[src/rtl/gas_pkg.sv]
// shared types, constants and saturating arithmetic for the alignment scorer
// no dependencies
`timescale 1ns / 1ps
`default_nettype none

package gas_pkg;

  // sizes of the query row
  localparam int MaxQuery = 256;
  localparam int IdxW     = $clog2(MaxQuery);
  localparam int LenW     = IdxW + 1;
  localparam int ScoreW   = 32;
  localparam int InitW    = 17;

  // operation codes of an input beat
  localparam logic OP_LOAD   = 1'b0;
  localparam logic OP_TARGET = 1'b1;

  // configuration register indexes
  localparam logic [1:0] CFG_MATCH    = 2'd0;
  localparam logic [1:0] CFG_MISMATCH = 2'd1;
  localparam logic [1:0] CFG_GAP      = 2'd2;

  // register reset values
  localparam logic [6:0]        MATCH_RST    = 7'd8;
  localparam logic signed [7:0] MISMATCH_RST = -8'sd5;
  localparam logic signed [7:0] GAP_RST      = -8'sd3;

  // wavefront token travelling down the cell row
  typedef struct packed {
    logic                     valid;
    logic                     first;
    logic                     last;
    logic [7:0]               sym;
    logic signed [ScoreW-1:0] diag;
    logic signed [ScoreW-1:0] left;
    logic signed [InitW-1:0]  init;
  } tok_t;

  // query load strobes from the controller
  typedef struct packed {
    logic            clr;
    logic            wr;
    logic [IdxW-1:0] idx;
    logic [7:0]      sym;
  } ld_t;

  // a + b clamped to the 32-bit signed range
  function automatic logic signed [ScoreW-1:0] sat_add(input logic signed [ScoreW-1:0] a,
                                                      input logic signed [7:0] b);
    logic signed [ScoreW:0] s;
    s = (ScoreW+1)'(a) + (ScoreW+1)'(b);
    if (s[ScoreW] != s[ScoreW-1]) begin
      sat_add = s[ScoreW] ? {1'b1, {(ScoreW-1){1'b0}}} : {1'b0, {(ScoreW-1){1'b1}}};
    end else begin
      sat_add = s[ScoreW-1:0];
    end
  endfunction

endpackage

`default_nettype wire

[src/rtl/gas_ctrl.sv]
// input beat control: query loading, boundary column and token launch
// depends on gas_pkg
`timescale 1ns / 1ps
`default_nettype none

module gas_ctrl (
  input  wire logic              clk,
  input  wire logic              rst_n,
  input  wire logic              adv,
  input  wire logic              exit_vld,
  input  wire logic              cfg_valid,
  input  wire logic              in_valid,
  input  wire logic              in_operation,
  input  wire logic [7:0]        in_symbol,
  input  wire logic              in_last,
  input  wire logic signed [7:0] gap_score,
  output logic                   in_ready,
  output logic                   idle,
  output gas_pkg::ld_t           ld,
  output gas_pkg::tok_t          head_tok
);

  logic [gas_pkg::LenW-1:0]          len_r, len_nxt, len_eff;
  logic                              qdone_r, qdone_nxt;
  logic                              first_r, first_nxt;
  logic signed [gas_pkg::ScoreW-1:0] row0_r, row0_nxt, old0;
  logic [gas_pkg::LenW-1:0]          infl_r, infl_nxt;
  gas_pkg::tok_t                     head_r, head_nxt;
  logic                              acc, do_load, do_tgt, wr_ok;

  // beat acceptance; a query load waits for an empty row
  // a register beat taken on an empty row goes in before any input beat
  assign idle     = (infl_r == '0);
  assign in_ready = adv && !(cfg_valid && idle) &&
                    ((in_operation == gas_pkg::OP_TARGET) || idle);
  assign acc      = in_valid && in_ready;
  assign do_load  = acc && (in_operation == gas_pkg::OP_LOAD);
  assign do_tgt   = acc && (in_operation == gas_pkg::OP_TARGET);

  // query length bookkeeping
  always_comb begin
    len_eff   = qdone_r ? '0 : len_r;
    wr_ok     = (len_eff < gas_pkg::LenW'(gas_pkg::MaxQuery));
    len_nxt   = len_r;
    qdone_nxt = qdone_r;
    if (do_load) begin
      len_nxt   = len_eff + gas_pkg::LenW'(wr_ok);
      qdone_nxt = in_last;
    end
  end

  assign ld.clr = do_load && qdone_r;
  assign ld.wr  = do_load && wr_ok;
  assign ld.idx = len_eff[gas_pkg::IdxW-1:0];
  assign ld.sym = in_symbol;

  // boundary column and head token
  always_comb begin
    old0      = first_r ? '0 : row0_r;
    row0_nxt  = row0_r;
    first_nxt = first_r;
    head_nxt  = head_r;
    if (adv) begin
      head_nxt.valid = do_tgt;
      head_nxt.first = first_r;
      head_nxt.last  = in_last;
      head_nxt.sym   = in_symbol;
      head_nxt.diag  = old0;
      head_nxt.left  = gas_pkg::sat_add(old0, gap_score);
      head_nxt.init  = gas_pkg::InitW'(gap_score);
    end
    if (do_tgt) begin
      row0_nxt  = gas_pkg::sat_add(old0, gap_score);
      first_nxt = in_last;
    end else if (do_load) begin
      first_nxt = 1'b1;
    end
  end

  // tokens in flight between launch and leaving the last cell
  always_comb begin
    infl_nxt = infl_r + gas_pkg::LenW'(do_tgt) - gas_pkg::LenW'(exit_vld);
  end

  always_ff @(posedge clk) begin
    if (!rst_n) begin
      len_r   <= '0;
      qdone_r <= 1'b0;
      first_r <= 1'b1;
      infl_r  <= '0;
      head_r  <= '0;
    end else begin
      len_r   <= len_nxt;
      qdone_r <= qdone_nxt;
      first_r <= first_nxt;
      infl_r  <= infl_nxt;
      head_r  <= head_nxt;
    end
  end

  always_ff @(posedge clk) begin
    row0_r <= row0_nxt;
  end

  assign head_tok = head_r;

endmodule

`default_nettype wire

[config.mk]
export PLATFORM = sky130hd
export DESIGN_NAME = gas_ctrl
export DESIGN_NICKNAME = d
export VERILOG_FILES = /design/src/rtl/gas_pkg.sv /design/src/rtl/gas_ctrl.sv
export SDC_FILE = /design/constraint.sdc
export NUM_CORES = 1
export LEC_CHECK = 0
export ABC_AREA = 0
export BUFFER_PORTS_ARGS = -buffer_cell sky130_fd_sc_hd__buf_2
export CAP_MARGIN = 20
export CORE_MARGIN = 1.5
export CORE_UTILIZATION = 45
export DETAILED_ROUTE_END_ITERATION = 10
export GPL_TIMING_DRIVEN = 0
export PLACE_DENSITY = 0.73
export SETUP_SLACK_MARGIN = 0.2
export SLEW_MARGIN = 20
export SYNTH_ARGS = -nofsm -noshare
export SYNTH_HDL_FRONTEND = slang
export SYNTH_SLANG_ARGS = --single-unit
export TNS_END_PERCENT = 1
[constraint.sdc]
create_clock -name clk -period 10.1 [get_ports clk]
set_clock_uncertainty 0.1 [all_clocks]
set_input_delay 2.02 -clock clk [delete_from_list [all_inputs] [get_ports clk]]
set_output_delay 2.02 -clock clk [all_outputs]
set_load 0.03 [all_outputs]
# Word-level counts from Yosys, hierarchy flattened
# Index checks and enable logic that the tools add are counted.
dict set report op_classes {
  add_sub_neg 4
  magnitude_cmp 1
  n_eq_ne 1
  muxes 6
  n_bitwise 1
  reduce_logical 12
}
# op n
set op_table {}
lappend op_table {{$mux W32} 3}
lappend op_table {{$add A32 B8 Y33} 1}
lappend op_table {{$add A9 B1 Y9} 2}
lappend op_table {{$logic_not A9 Y1} 1}
lappend op_table {{$lt A9 B9 Y1 const B} 1}
lappend op_table {{$mux W9} 1}
lappend op_table {{$sub A9 B1 Y9} 1}
lappend op_table {{$logic_and A1 B1 Y1} 8}
lappend op_table {{$mux W1} 2}
lappend op_table {{$reduce_bool A2 Y1} 1}
lappend op_table {{$logic_not A1 Y1} 1}
lappend op_table {{$logic_or A1 B1 Y1} 1}
lappend op_table {{$ne A1 B1 Y1} 1}
lappend op_table {{$not A1 Y1} 1}
dict set report word_totals {
  regBits 135
  input_bits 24
  word_cells 37
}

# Longest topological paths before layout
dict set report logic_depth {
  ltp_word 9
  depth_mapped 20
  ltp_nobuf 20
}

# Worst setup path after synthesis
# OpenSTA, ideal clock, no wires.
dict set report synth_timing {
  path_type {input to register}
  start {in adv}
  end {reg infl_r[8] in the netlist's numbering}
  setup_ns 0.071
  arrival_ns 5.094
  setup_slack_ns 4.835
  cell_stages 15
  path_buffers 1
  path_cell_list {clkbuf_1 > nor2b_1 > nand3_1 > ha_1 > inv_1 > ha_1 > fa_1 > a21oi_1 > o21bai_1 > a21oi_1 > o21bai_1 > a21oi_1 > nor2_1 > or3_1 > a21oi_1}
}
dict set report synth_between {
  elab_chain_len 6
}
# element line_no
set synth_rtl {}
lappend synth_rtl {{start, declared} gas_ctrl.sv:9} ;# input wire logic adv,
lappend synth_rtl {{$logic_and A1 B1 Y1 (2 in a row)} gas_ctrl.sv:34} ;# assign in_ready = adv && !(cfg_valid && idle) &&
lappend synth_rtl {{via in_ready} gas_ctrl.sv:17} ;# output logic in_ready,
lappend synth_rtl {{$logic_and A1 B1 Y1} gas_ctrl.sv:36} ;# assign acc = in_valid && in_ready;
lappend synth_rtl {{$logic_and A1 B1 Y1} gas_ctrl.sv:38} ;# assign do_tgt = acc && (in_operation == gas_pkg::OP_TARGET);
lappend synth_rtl {{$add A9 B1 Y9} gas_ctrl.sv:82} ;# infl_nxt = infl_r + gas_pkg::LenW'(do_tgt) - gas_pkg::LenW'(exit_vld);
lappend synth_rtl {{$sub A9 B1 Y9} gas_ctrl.sv:82}
lappend synth_rtl {{end signal, assigned} gas_ctrl.sv:96} ;# infl_r <= infl_nxt;
lappend synth_rtl {{end, declared} gas_ctrl.sv:27} ;# logic [gas_pkg::LenW-1:0] infl_r, infl_nxt;
# The timed path passes the listed nets, and every way through them passes these cells.
# A chain may end at the register's enable or synchronous reset.

# Worst setup path in the final report
dict set report layout_timing {
  start {in gap_score[7]}
  end {reg row0_r[7] in the netlist's numbering (data pin)}
}
dict set report layout_between {
  elab_chain_len 3
}
# element line_no
set layout_rtl {}
lappend layout_rtl {{start, declared} gas_ctrl.sv:16} ;# input wire logic signed [7:0] gap_score,
lappend layout_rtl {{$add A32 B8 Y33 *} gas_pkg.sv:52} ;# s = (ScoreW+1)'(a) + (ScoreW+1)'(b);
lappend layout_rtl {{$mux W32 or $ne A1 B1 Y1 (tied branches)} {gas_pkg.sv:54, gas_pkg.sv:53}}
lappend layout_rtl {{$mux W32 *} gas_pkg.sv:53} ;# if (s[ScoreW] != s[ScoreW-1]) begin
lappend layout_rtl {{end signal, assigned} gas_ctrl.sv:102} ;# row0_r <= row0_nxt;
lappend layout_rtl {{end, declared} gas_ctrl.sv:26} ;# logic signed [gas_pkg::ScoreW-1:0] row0_r, row0_nxt, old0;
# Every way passes the cells marked *; elsewhere a longest branch is shown, timed or not.

==> flow_results.org <==
** Status
- Outcome :: complete, no violations

** Synth
- The most used flip-flop cell after synthesis is sky130_fd_sc_hd__dfxtp_1.
- sky130_fd_sc_hd__dfxtp_1 takes more of the synthesized area than any other cell.
- Synthesis produced a netlist whose cell count is 845.
- The Yosys step of the flow raised 0 warnings.
- In this run, synthesis produced a sequential element count of 135.
- EDFF count, synth :: 32
- Synth unique cells :: 60
- Summing the areas of all fa, ha and maj instances in the mapped netlist gives 8.152% of the synthesized area.
- Synth top area cells :: sky130_fd_sc_hd__dfxtp_1 (27%), sky130_fd_sc_hd__edfxtp_1 (13%), sky130_fd_sc_hd__ha_1 (7.6%)
- In this run the biggest area consumer among cell types represents 27.31% of the synthesized area.
- The synthesized netlist devotes 3.944% of its cell area to XOR and XNOR gates.
- Average cell area after synthesis :: 8.936 um2
- After Yosys synthesis, and, or, nand and nor cells account for 17.50% of the synthesized area.
- After synthesis, the share of flip-flops with an asynchronous set or reset is 0%.
- Post-synthesis mux area share :: 7.738%
- Of the synthesized area, sequential elements account for 40.03%.
- The cell area that synthesis handed to floorplanning was 0.007551 mm2.
- Summing the areas of all compound-gate instances in the mapped netlist gives 17.18% of the synthesized area.
- Number of nets in the synthesized netlist :: 917
- After synthesis, the largest family of logic cells by area is simple AND/OR/NAND/NOR gates.

** Drt
- Dividing the detail-routed via count by the number of cells gives 5.398.
- Routed via count :: 6645
- DRT Pass-1 Iters :: 5
- The routed design has 19730 um of wire.
- Dividing the detail-routed wire length by the instance count gives 16.03 um.
- After the first detailed-routing iteration, the DRC count stood at 407.
- Antenna Nets Post-Route :: 0
- DRC errors left :: 0

** Floorplan
- The die is 132.5 um wide.
- The die covers 0.01757 mm2.
- Placeable core region :: 0.01647 mm2
- Initial Utilization :: 45.86%
- The floorplan has 47 rows.
- Die Height :: 132.5 um
- Pin placement for this block handled 136 I/O pins.

** STA
- Minimum clock period :: 5.542 ns
- Unrepaired setup endpoints after global routing :: no
- Final count of hold timing violations :: 0
- Final setup TNS :: 0 ns
- Headroom to the max-slew limit came out at 41.59%.
- Of the available clock period, the critical path in the final layout requires 54.87%.
- Number of endpoints failing setup at the final stage :: 0
- Slew of the pin with the lowest slew margin :: 0.8761 ns
- The final-report max-slew violation count came to 0.
- Highest attainable clock frequency :: 180.4 MHz
- The worst path meets setup with 4.558 ns of slack.

** CTS
- The later pin in the worst-skew pair is clocked with a latency of 0.43 ns.
- Resize count post-CTS :: 0
- Number of buffers inserted by post-CTS setup repair :: 0
- Clock root buffer :: sky130_fd_sc_hd__clkbuf_16
- CTS Buf Count :: 17
- CTS saw 135 sinks.
- TritonCTS built the clock tree.
- After clock tree synthesis, the clock-pin slew on the worst setup and hold paths is 0.06 ns.
- The number of hold buffers added after CTS was 0.
- Clock tree buffer depth :: 2
- Number of H-tree branching levels :: 4

** Setup path
- STA classifies the critical path startpoint as a primary input.
- The worst register-to-register path ends at row0_r[7].
- Worst Path Required :: 10.13 ns
- Critical path peak fanout :: 26
- Critical path endpoint category :: flop
- Cells on worst reg2reg path :: 13
- Cells along the critical path :: buf_2, ha_1, a21oi_1, o211ai_1, a21o_1, a2111oi_2, nand4_1, mux2i_1, clkbuf_1, o21ai_0
- Data arrives at the worst endpoint at 5.58 ns.
- The startpoint identified for the worst register-to-register timing path is first_r.
- Tracing the worst setup path back leads to its startpoint at gap_score[7].
- For this run, the slowest stage of the critical path takes 0.67 ns.
- Following the worst setup path forward leads to its endpoint at row0_r[7].
- The slowest stage of the critical path is the sky130_fd_sc_hd__mux2i_1 cell.
- WS Path Type :: primary input to flop
- In this run the register-to-register setup slack is 5.39 ns.

** Placed design
- OpenSTA, run right after detailed placement, puts the worst setup slack at 4.166 ns.
- At the end of routability-driven placement, the weighted congestion stood at 0.9089.
- Port-buffer cells :: 134
- After legalization and detailed placement, the total HPWL measured 14670 um.

** Cells and area
- Fraction of final layout cells with drive strength greater than 1 :: 21.86%
- For this run, the post-layout net count is 1070.
- The repair_antennas step left the layout with diodes totalling 0.
- P&R area growth vs syn :: 20.91%

** GRT
- First-pass GRT wire length :: 31120 um
- After global routing the overflow that remains totals 0.
- GRT Overall Usage :: 22.52%
- Vias in the first global route :: 6090
- Pin count of the biggest net entering global routing :: 33
- Number of antenna violations at the first check in global routing :: 0

** Pwr
- IR analysis of the VDD net gives a maximum drop of 116.3 uV.
- Power spread over the standard cell area amounts to 177.8 mW/mm2.
- P_leak :: 4.302 nW

** Min path
- Class of the worst hold path :: flop to flop

** Job
- Max_cap viols :: 0
[layer usage]
metal	track usage, %	vias to the layer above	wire length (um)
met4	8.242	0	400
met3	4.636	28	1027
li1	-	3271	-
met5	0	-	0
met2	36.56	187	9224
met1	29.75	3159	9078
[worst min-delay path by stage]
stage	to	startpoint	slack, ns	depth (start not counted)
after floorplan	len_r[0]	len_r[0]	0.36	2
after global placement	head_tok[85]	head_tok[85]	0.37	2
after detailed placement	head_tok[1]	head_tok[1]	0.37	2
after CTS	head_tok[2]	head_tok[2]	0.39	2
after global routing	head_tok[86]	head_tok[86]	0.42	2
final	head_tok[2]	head_tok[2]	0.38	2
[cells in the final DEF, fill, tap and decap left out, drive strengths merged, types with 14 or more instances in the layout]
cell type / instances
mux2i: 55
buf: 162
clkbuf: 48
nand2: 74
edfxtp: 32
nand3: 14
nor2b: 46
nor2: 99
o211ai: 15
o21ai: 59
xnor2: 21
ha: 46
inv: 32
dfxtp: 103
a21oi: 67
[logic make-up after synthesis]
| kind of cell | after synthesis |
|---|---|
| AOI/OAI and AO/OA | 203 |
| xor gates and xnor gates | 34 |
| adders and majority gates | 48 |
| buffers and inverters | 86 |
| DFF | 135 |
| muxes | 58 |
| and+or+nand+nor | 281 |
[stage by stage]
stage	util, %	total power, mW	area [um2]	cells	hold WS (ns)
6_report	55.45	1.623	9130	1231	0.3836
5_1_grt	55.45	1.689	9130	1231	0.4162
4_1_cts	55.45	1.628	9130	1231	0.3898
3_5_place_dp	51.60	0.9622	8497	1199	0.3746
3_3_place_gp	51.60	0.9544	8497	1199	0.3682
2_1_floorplan	-	0.8811	7551	845	0.3553
[synthesized netlist by cell type, drive strengths merged (2+ instances only)]
library cell,number
nand4b,2
a21boi,2
a31oi,4
buf,28
fa,2
o211a,3
xor2,13
a21oi,67
nand2,74
a21o,13
nand3,14
mux2i,55
o221a,4
a211oi,5
o21a,5
nor2b,46
nand3b,3
and2,4
a22oi,2
nor2,99
inv,28
ha,46
or2,4
edfxtp,32
o31ai,4
nand2b,5
and3,4
nand4,11
a31o,3
clkbuf,30
xnor2,21
or4,2
a311oi,2
o21bai,7
o211ai,15
mux2,3
nor3,5
or3,4
dfxtp,103
o21ai,59
[critical path: cells and delay by family]
family / cells / cell delay, ns
fa+ha+maj: 1 / 0.42
simple gates: 1 / 0.24
compound gates: 5 / 1.27
mux: 1 / 0.67
buf+inv: 2 / 0.94
[cell type report]
type	count	area [um2]
Fill cell	1530	7336
Tap cell	220	275.3
Sequential cell	135	3023
Clock buffer	18	439.2
Timing Repair Buffer	134	670.6
Clock inverter	14	193.9
Multi-Input combinational cell	624	4116
Buffer	58	306.5
Inverter	28	105.1
[power by group]
| part | internal (mW) | switching [mW] |
|---|---|---|
| Clock | 0.422 | 0.248 |
| Sequential | 0.592 | 0.0179 |
| Combinational | 0.136 | 0.209 |
[sequential cells by signal, summed over array words and instances, names as in the netlist]
signal,count
head_tok,83
first_r,1
qdone_r,1
row0_r,32
infl_r,9
len_r,9
Power figures use the tool's default switching activity.
