## src/rtl/gas_pkg.sv

```systemverilog
// shared types, constants and saturating arithmetic for the alignment scorer
// no dependencies
`timescale 1ns / 1ps
`default_nettype none

package gas_pkg;

  // sizes of the query row
  localparam int MaxQuery = 256;
  localparam int IdxW     = $clog2(MaxQuery);
  localparam int LenW     = IdxW + 1;
  localparam int ScoreW   = 32;
  localparam int InitW    = 17;

  // operation codes of an input beat
  localparam logic OP_LOAD   = 1'b0;
  localparam logic OP_TARGET = 1'b1;

  // configuration register indexes
  localparam logic [1:0] CFG_MATCH    = 2'd0;
  localparam logic [1:0] CFG_MISMATCH = 2'd1;
  localparam logic [1:0] CFG_GAP      = 2'd2;

  // register reset values
  localparam logic [6:0]        MATCH_RST    = 7'd8;
  localparam logic signed [7:0] MISMATCH_RST = -8'sd5;
  localparam logic signed [7:0] GAP_RST      = -8'sd3;

  // wavefront token travelling down the cell row
  typedef struct packed {
    logic                     valid;
    logic                     first;
    logic                     last;
    logic [7:0]               sym;
    logic signed [ScoreW-1:0] diag;
    logic signed [ScoreW-1:0] left;
    logic signed [InitW-1:0]  init;
  } tok_t;

  // query load strobes from the controller
  typedef struct packed {
    logic            clr;
    logic            wr;
    logic [IdxW-1:0] idx;
    logic [7:0]      sym;
  } ld_t;

  // a + b clamped to the 32-bit signed range
  function automatic logic signed [ScoreW-1:0] sat_add(input logic signed [ScoreW-1:0] a,
                                                      input logic signed [7:0] b);
    logic signed [ScoreW:0] s;
    s = (ScoreW+1)'(a) + (ScoreW+1)'(b);
    if (s[ScoreW] != s[ScoreW-1]) begin
      sat_add = s[ScoreW] ? {1'b1, {(ScoreW-1){1'b0}}} : {1'b0, {(ScoreW-1){1'b1}}};
    end else begin
      sat_add = s[ScoreW-1:0];
    end
  endfunction

endpackage

`default_nettype wire

```

## src/rtl/gas_cell.sv

```systemverilog
// one cell of the score row: holds a query symbol and its score column
// depends on gas_pkg
`timescale 1ns / 1ps
`default_nettype none

module gas_cell (
  input  wire logic              clk,
  input  wire logic              rst_n,
  input  wire logic              adv,
  input  wire logic              ld_wr,
  input  wire logic              ld_clr,
  input  wire logic [7:0]        ld_sym,
  input  wire logic [6:0]        match_score,
  input  wire logic signed [7:0] mismatch_score,
  input  wire logic signed [7:0] gap_score,
  input  wire gas_pkg::tok_t     tok_in,
  output gas_pkg::tok_t          tok_out
);

  logic                             act_r;
  logic [7:0]                       q_r;
  logic signed [gas_pkg::ScoreW-1:0] score_r;
  gas_pkg::tok_t                    tok_r;
  gas_pkg::tok_t                    tok_nxt;

  logic signed [gas_pkg::ScoreW-1:0] old_val;
  logic signed [7:0]                 add_val;
  logic signed [gas_pkg::ScoreW-1:0] d_val;
  logic signed [gas_pkg::ScoreW-1:0] u_val;
  logic signed [gas_pkg::ScoreW-1:0] l_val;
  logic signed [gas_pkg::ScoreW-1:0] m_val;

  // recurrence for this column
  always_comb begin
    old_val = tok_in.first ? gas_pkg::ScoreW'(tok_in.init) : score_r;
    add_val = (q_r == tok_in.sym) ? {1'b0, match_score} : mismatch_score;
    d_val   = gas_pkg::sat_add(tok_in.diag, add_val);
    u_val   = gas_pkg::sat_add(old_val, gap_score);
    l_val   = gas_pkg::sat_add(tok_in.left, gap_score);
    m_val   = d_val;
    if (u_val > m_val) begin
      m_val = u_val;
    end
    if (l_val > m_val) begin
      m_val = l_val;
    end
  end

  // token for the next cell; an unused cell passes the left value through
  always_comb begin
    tok_nxt      = tok_in;
    tok_nxt.init = tok_in.init + gas_pkg::InitW'(gap_score);
    if (act_r) begin
      tok_nxt.diag = old_val;
      tok_nxt.left = m_val;
    end
  end

  // token stage
  always_ff @(posedge clk) begin
    if (!rst_n) begin
      tok_r <= '0;
    end else if (adv) begin
      tok_r <= tok_nxt;
    end
  end

  // column score
  always_ff @(posedge clk) begin
    if (adv && tok_in.valid && act_r) begin
      score_r <= m_val;
    end
  end

  // query symbol and in-use flag
  always_ff @(posedge clk) begin
    if (!rst_n) begin
      act_r <= 1'b0;
    end else if (ld_wr) begin
      act_r <= 1'b1;
    end else if (ld_clr) begin
      act_r <= 1'b0;
    end
  end

  always_ff @(posedge clk) begin
    if (ld_wr) begin
      q_r <= ld_sym;
    end
  end

  assign tok_out = tok_r;

endmodule

`default_nettype wire

```

## config.mk

```make
export PLATFORM = sky130hd
export DESIGN_NAME = gas_cell
export DESIGN_NICKNAME = d
export VERILOG_FILES = /design/src/rtl/gas_pkg.sv /design/src/rtl/gas_cell.sv
export SDC_FILE = /design/constraint.sdc
export NUM_CORES = 1
export LEC_CHECK = 0
export BUFFER_PORTS_ARGS = -buffer_cell sky130_fd_sc_hd__buf_2
export CORE_MARGIN = 8
export CORE_UTILIZATION = 54
export DETAILED_ROUTE_END_ITERATION = 10
export PLACE_DENSITY = 0.79
export SLEW_MARGIN = 5
export SYNTH_ARGS = -nofsm -noshare
export SYNTH_HDL_FRONTEND = slang
export SYNTH_SLANG_ARGS = --single-unit
```

## constraint.sdc

```tcl
create_clock -name clk -period 10.7 [get_ports clk]
set_input_delay 0.535 -clock clk [delete_from_list [all_inputs] [get_ports clk]]
set_output_delay 0.535 -clock clk [all_outputs]
set_load 0.1 [all_outputs]
```

[Word level (Yosys, flattened, before mapping)]
Cells that the tools add are included.
Widths: inputs -> output; s select.
Storage, ports and cells
  bits of input ports: 128
  output and inout port bits: 92
  register bits after elaboration: 133
  word-level logic and storage cells: 36
Operators by class
  order comparisons: 2
  multiplexer cells: 13
  reductions and logical operators: 3
  eq/ne operators: 4
  add/subtract/negate cells: 4
Operators by type and width (number)
  $mux 32: 9
  $add 32x8->33: 3
  $gt 32x32->1: 2
  $mux 64: 1
  $add 17x8->17: 1
  $eq 8x8->1: 1
  $mux 8: 1
  $ne 1x1->1: 3
  $logic_and 1x1->1: 2
  $mux 1: 2
  $reduce_bool 2->1: 1

[Longest topological paths before layout]
  depth after elaboration: 10
  mapped depth: 47
  mapped depth without buffers: 40

[Least setup slack after synthesis]
OpenSTA, ideal clock, no wires.
  kind: in2reg
  from: input tok_in[90] (netlist name)
  to: register score_r[13] (netlist name) (data pin)
  arrival: 9.700 ns
  slack: 0.744 ns
  path buffers: 11
  required time: 10.444 ns
  cell stages on the path: 45
  setup time: 0.256 ns
  cells stage by stage: clkbuf_1 clkbuf_1 o21ai_0 ha_1 clkbuf_1 nand2_1 nor3_1 nand3_1 o32a_1 a41o_1 o21ai_0 a21o_1 a21o_1 xor2_1 ha_1 clkbuf_1 inv_1 nor4_1 (+9 left out) a211oi_1 a211oi_1 mux2_4 buf_2 buf_2 clkbuf_1 a21o_1 ha_1 nand4_1 nor4_1 o211a_1 o31ai_1 and3_1 mux2_2 clkbuf_1 clkbuf_1 o2bb2ai_1 inv_1
Between the ends
  cells in the longest elaborated chain, start to end: 8
  elaborated cells between the ends (all ways): 9
  those cells by class: add/sub: 1; order compare: 2; eq/ne: 1; mux: 5
RTL lines
  start, declared: RTL line gas_cell.sv:16  | input wire gas_pkg::tok_t tok_in,
  $mux 32 *: RTL line gas_cell.sv:35  | old_val = tok_in.first ? gas_pkg::ScoreW'(tok_in.init) : score_r;
  $add 32x8->33 *: RTL line gas_pkg.sv:52  | s = (ScoreW+1)'(a) + (ScoreW+1)'(b);
  $mux 32 or $ne 1x1->1 (tied branches): RTL line gas_pkg.sv:54, gas_pkg.sv:53
  $mux 32 *: RTL line gas_pkg.sv:53  | if (s[ScoreW] != s[ScoreW-1]) begin
  $gt 32x32->1: RTL line gas_cell.sv:41  | if (u_val > m_val) begin
  $mux 32 *: RTL line gas_cell.sv:41
  $gt 32x32->1: RTL line gas_cell.sv:44  | if (l_val > m_val) begin
  $mux 32 *: RTL line gas_cell.sv:44
  via m_val, one bit: RTL line gas_cell.sv:31  | logic signed [gas_pkg::ScoreW-1:0] m_val;
  end signal, assigned: RTL line gas_cell.sv:71  | score_r <= m_val;
  end, declared: RTL line gas_cell.sv:22  | logic signed [gas_pkg::ScoreW-1:0] score_r;
The timed path passes the listed nets; every way through them passes the cells marked *.
A chain may end at the register's enable or synchronous reset.

[Worst setup path in the final report]
  from: register q_r[3]
  to: register tok_r, in the netlist tok_out[22]
Between the ends
  cells in the longest elaborated chain, start to end: 10
  elaborated cells between the ends (all ways): 11
  those cells by class: add/sub: 1; order compare: 2; eq/ne: 2; mux: 6
RTL lines
  start, declared: RTL line gas_cell.sv:21  | logic [7:0] q_r;
  start signal, assigned: RTL line gas_cell.sv:88  | q_r <= ld_sym;
  $eq 8x8->1 *: RTL line gas_cell.sv:36  | add_val = (q_r == tok_in.sym) ? {1'b0, match_score} : mismatch_score;
  $mux 8 *: RTL line gas_cell.sv:36
  $add 32x8->33 *: RTL line gas_pkg.sv:52
  $mux 32 or $ne 1x1->1 (tied branches): RTL line gas_pkg.sv:54, gas_pkg.sv:53
  $mux 32 *: RTL line gas_pkg.sv:53
  $gt 32x32->1: RTL line gas_cell.sv:41
  $mux 32 *: RTL line gas_cell.sv:41
  $gt 32x32->1: RTL line gas_cell.sv:44
  $mux 32 *: RTL line gas_cell.sv:44
  $mux 64 *: RTL line gas_cell.sv:53  | if (act_r) begin
  end signal, assigned: RTL line gas_cell.sv:64  | tok_r <= tok_nxt;
  end, declared: RTL line gas_cell.sv:23  | gas_pkg::tok_t tok_r;
Mark *: on every way between the ends. The rest lies on a longest branch, timed or not.

==> results.txt <==
* IO Port Bufs: ~220
- The routed layout has between 15000 and 20000 vias.
* Critical-path maximum fanout: 16
- The final layout contains roughly 2400 nets.
* DR WL/cell: approximately 24 um
- Leak: slightly below 0.008 uW
- Number of storage elements in the synthesis netlist: 133
- The worst hold path belongs to the class in -> reg.
* Total Neg Setup Slack: 0 ns
- Die area: around 32000 sq um
* Maximum ir drop on the vdd rail: approximately 0.14 mV
- Clk Latency, worst-skew pair: ~0.44 ns
- Crit path DAT: 10.59 ns
- For this block, the routed nets add up to about 57000 um of wire.
- CP required: roughly 11 ns
- EDFF count, synth: 40
- The floorplan step set the die height to approximately 180 um.
- Antenna violations before repair: 2
- After floorplanning, the core was divided into 59 placement rows.
* Clock tree from TritonCTS: yes
- Overall fraction of global-route tracks in use: a little over a third
- Summed over all layers, the global routing overflow is 0.
- Width of the die: 179 um
- Across all register-to-register paths, the minimum setup slack is between 0.4 and 0.5 ns.
- Number of optimization iterations in the first detailed-route pass: 6
- For this run, asynchronously set or reset flops after synthesis account for 0%.
- After filler insertion, the fill cell instance count of the layout stands at 2346.
- Detailed placement finished with a half-perimeter wire length of between 40000 and 50000 um.
- Worst setup SP type: flip-flop
* Maximum level of the CTS H-tree: 4
- For this block, the initial DRC count from the detailed router was 1918.
- Post-Syn Area: about 14000 sq um
* Kind of critical path: reg -> reg
* Wire length of the first global-routing pass: approximately 87000 um
- MaxCap Viol Count: 0
* Max-slew headroom at the worst pin: ~25%
- Of the available clock period, the critical path in the final layout requires 95.5%.
- Most area-hungry cell type in the Yosys netlist: sky130_fd_sc_hd__ha_1
* Number of distinct library cells after synthesis: 93
- Number of primary I/O pins: 220
- Timing would allow up to roughly 100 MHz.
- In this design, the stage delay of the slowest critical-path cell is ~0.5 ns.
- Once the floorplan was initialized, standard cells occupied a little under three fifths of the core.
* Number of buffers on the longest clock path: 2
* Biggest area contributors in the synthesized netlist: sky130_fd_sc_hd__ha_1 (14%), sky130_fd_sc_hd__dfxtp_1 (13%), sky130_fd_sc_hd__edfxtp_1 (8.4%)
- In this run the clock root is driven by a sky130_fd_sc_hd__clkbuf_16.
* Share of the synthesized area in the top cell type: a little over an eighth
* Hold Vio Cnt, Final: 0
- Post-DRT Antenna Nets: 0
* Weighted congestion at the end of routability-driven global placement: 1.00
- Of the cells placed in the final design, the portion with a size suffix greater than 1 is 20.4%.
* Core region area: 26100 sq um
- For the pin with the worst max-slew slack, the measured transition is around 1.1 ns.
- Entering global routing, the biggest net connects between 60 and 70 pins.
- The run finished with clean final reports.
- Via count of the first global-routing pass: 15182
- Power spread over the standard cell area amounts to approximately 250 nW/um^2.
- STA classifies the critical path endpoint as a flip-flop.
* Post-synth top flop: sky130_fd_sc_hd__dfxtp_1
- Before CTS, the worst setup slack after placement is 0.192 ns.
* Mapped Nets: around 2100
* Post-layout instance area: between 15000 and 20000 sq um
* Shortest clock period the worst path allows after layout: between 10 and 15 ns
- Counting every instance in the synthesized netlist gives between 1500 and 2000.
* Number of buffers created by CTS: 17
- After clock tree synthesis, the clock-pin slew on the worst setup and hold paths is approximately 0.070 ns.
- Critical path's slowest cell: sky130_fd_sc_hd__or2_2
- Number of warnings issued by yosys: 0
* Worst clock skew: ~0.014 ns
- Sequential cells were found to cover a little over a fifth of the synthesized design area.
- Setup Viol. Count Final: 0
* DR DRC count: 0
- Post-CTS Hold Buffers: 0
* Average size of a mapped cell: slightly below 8 sq um
- The area growth from synthesis to layout is 16.9%.
* Max-slew violation count: 0
- Setup slack on the critical path of the routed design comes to 0.483 ns.
* Average via count per standard cell: 6.54
* # clock sinks: around 130
- After detailed placement, the total cell area comes to about 16000 sq um.
* Setup repair after global routing missed its margin: no
-- cells in the final DEF (no fill, tap or decap), types with 41 or more instances in the layout --
master and instances:
sky130_fd_sc_hd__a21o_1 44, sky130_fd_sc_hd__a21oi_1 140, sky130_fd_sc_hd__buf_2 219, sky130_fd_sc_hd__buf_4 79
sky130_fd_sc_hd__dfxtp_1 93, sky130_fd_sc_hd__ha_1 156, sky130_fd_sc_hd__inv_1 85, sky130_fd_sc_hd__mux2i_1 41
sky130_fd_sc_hd__nand2_1 129, sky130_fd_sc_hd__nand3_1 43, sky130_fd_sc_hd__nor2_1 186, sky130_fd_sc_hd__o21ai_0 149
sky130_fd_sc_hd__xnor2_1 51
-- cell families (layout without fill, tap and decap cells) --
kind of cell / after synthesis / count (layout) / share of synthesized area [%]
AOI/OAI and AO/OA: 596 / 596 / 27.5
and+or+nand+nor: 600 / 600 / 20.5
muxes: 79 / 79 / 5.87
buffers and inverters: 176 / 422 / 4.83
other: 0 / 2 / 0
xor gates and xnor gates: 85 / 85 / 5.18
adders and majority gates: 169 / 169 / 14.8
DFF: 133 / 133 / 21.3
-- report_power, final --
group | switching [uW] | internal [uW]
sequential | 35.3 | 636
clock | 262 | 382
combinational | 1790 | 1060
-- sequential cells by signal, indices dropped and copies added, names as in the netlist --
| signal | flops |
|---|---|
| q_r | 8 |
| tok_out | 92 |
| act_r | 1 |
| score_r | 32 |
-- routing by layer --
| layer | global-route usage (%) | part of all wire [%] | wire length [um] | vias to the layer above |
|---|---|---|---|---|
| met2 | 57.0 | 46 | 26100 | 813 |
| met4 | 13.0 | 3.3 | 1880 | 2 |
| met1 | 44.9 | 42 | 24000 | 7543 |
| met5 | 0 | 0.023 | 13 | - |
| li1 | - | - | - | 7335 |
| met3 | 6.74 | 8.9 | 5070 | 135 |
-- per-stage QoR --
stage	power, uW	utilization, %	std cells	hold WS [ns]
finish	4170	64.3	2421	0.271
global placement	3410	61.6	2380	0.432
floorplan	2520	-	1838	0.634
detailed placement	3440	61.6	2380	0.447
global route	4410	64.3	2419	0.260
CTS	4090	64.0	2412	0.257
-- critical path, delay by kind of cell, from the launching register on --
kind | cells | cell delay [ns]
compound gates | 16 | 3.69
xor+xnor | 2 | 0.41
fa+ha+maj | 4 | 1.34
buf+inv | 5 | 0.89
flops | 1 | 0.39
mux | 3 | 1.14
simple gates | 10 | 2.26
-- path summary, 6_finish.rpt --
path | end | cells after the start | start
max | tok_out[22]$_SDFFE_PN0P_ | 40 | q_r[3]$_DFFE_PP_
min | q_r[2]$_DFFE_PP_ | 1 | ld_sym[2]
max reg2reg | tok_out[22]$_SDFFE_PN0P_ | 40 | q_r[3]$_DFFE_PP_
min reg2reg | tok_out[15]$_SDFFE_PN0P_ | 2 | tok_out[15]$_SDFFE_PN0P_
-- synth_stat cells (10+ instances only) --
cell	number
sky130_fd_sc_hd__a211o_1	13
sky130_fd_sc_hd__a211oi_1	28
sky130_fd_sc_hd__a21o_1	44
sky130_fd_sc_hd__a21oi_1	141
sky130_fd_sc_hd__a31oi_1	29
sky130_fd_sc_hd__and3_1	37
sky130_fd_sc_hd__buf_2	19
sky130_fd_sc_hd__clkbuf_1	64
sky130_fd_sc_hd__dfxtp_1	93
sky130_fd_sc_hd__edfxtp_1	40
sky130_fd_sc_hd__ha_1	156
sky130_fd_sc_hd__inv_1	87
sky130_fd_sc_hd__mux2_2	35
sky130_fd_sc_hd__mux2i_1	42
sky130_fd_sc_hd__nand2_1	129
sky130_fd_sc_hd__nand2b_1	15
sky130_fd_sc_hd__nand3_1	43
sky130_fd_sc_hd__nand4_1	35
sky130_fd_sc_hd__nor2_1	186
sky130_fd_sc_hd__nor2b_1	23
sky130_fd_sc_hd__nor3_1	33
sky130_fd_sc_hd__nor4_1	17
sky130_fd_sc_hd__o211a_1	18
sky130_fd_sc_hd__o211ai_1	12
sky130_fd_sc_hd__o21a_1	32
sky130_fd_sc_hd__o21ai_0	152
sky130_fd_sc_hd__o21ai_1	10
sky130_fd_sc_hd__or2_2	18
sky130_fd_sc_hd__or3_1	27
sky130_fd_sc_hd__xnor2_1	51
sky130_fd_sc_hd__xor2_1	34
-- cell type report --
type | instances | area, sq um | share of cell area, %
antenna | 2 | 5.00 | 0.0298
sequential | 133 | 3060 | 18.2
multi-input combinational | 1529 | 10600 | 63.3
clock inverter | 13 | 169 | 1.00
tap | 335 | 419 | 2.49
timing repair buffer | 299 | 1710 | 10.2
inverter | 91 | 348 | 2.07
clock buffer | 19 | 453 | 2.69
-- repair_timing --
action | CTS | global route
resized for setup | 0 | 7
endpoints found under the setup margin | 0 | 46
buffers inserted | 0 | 7
Power figures use the tool's default switching activity.
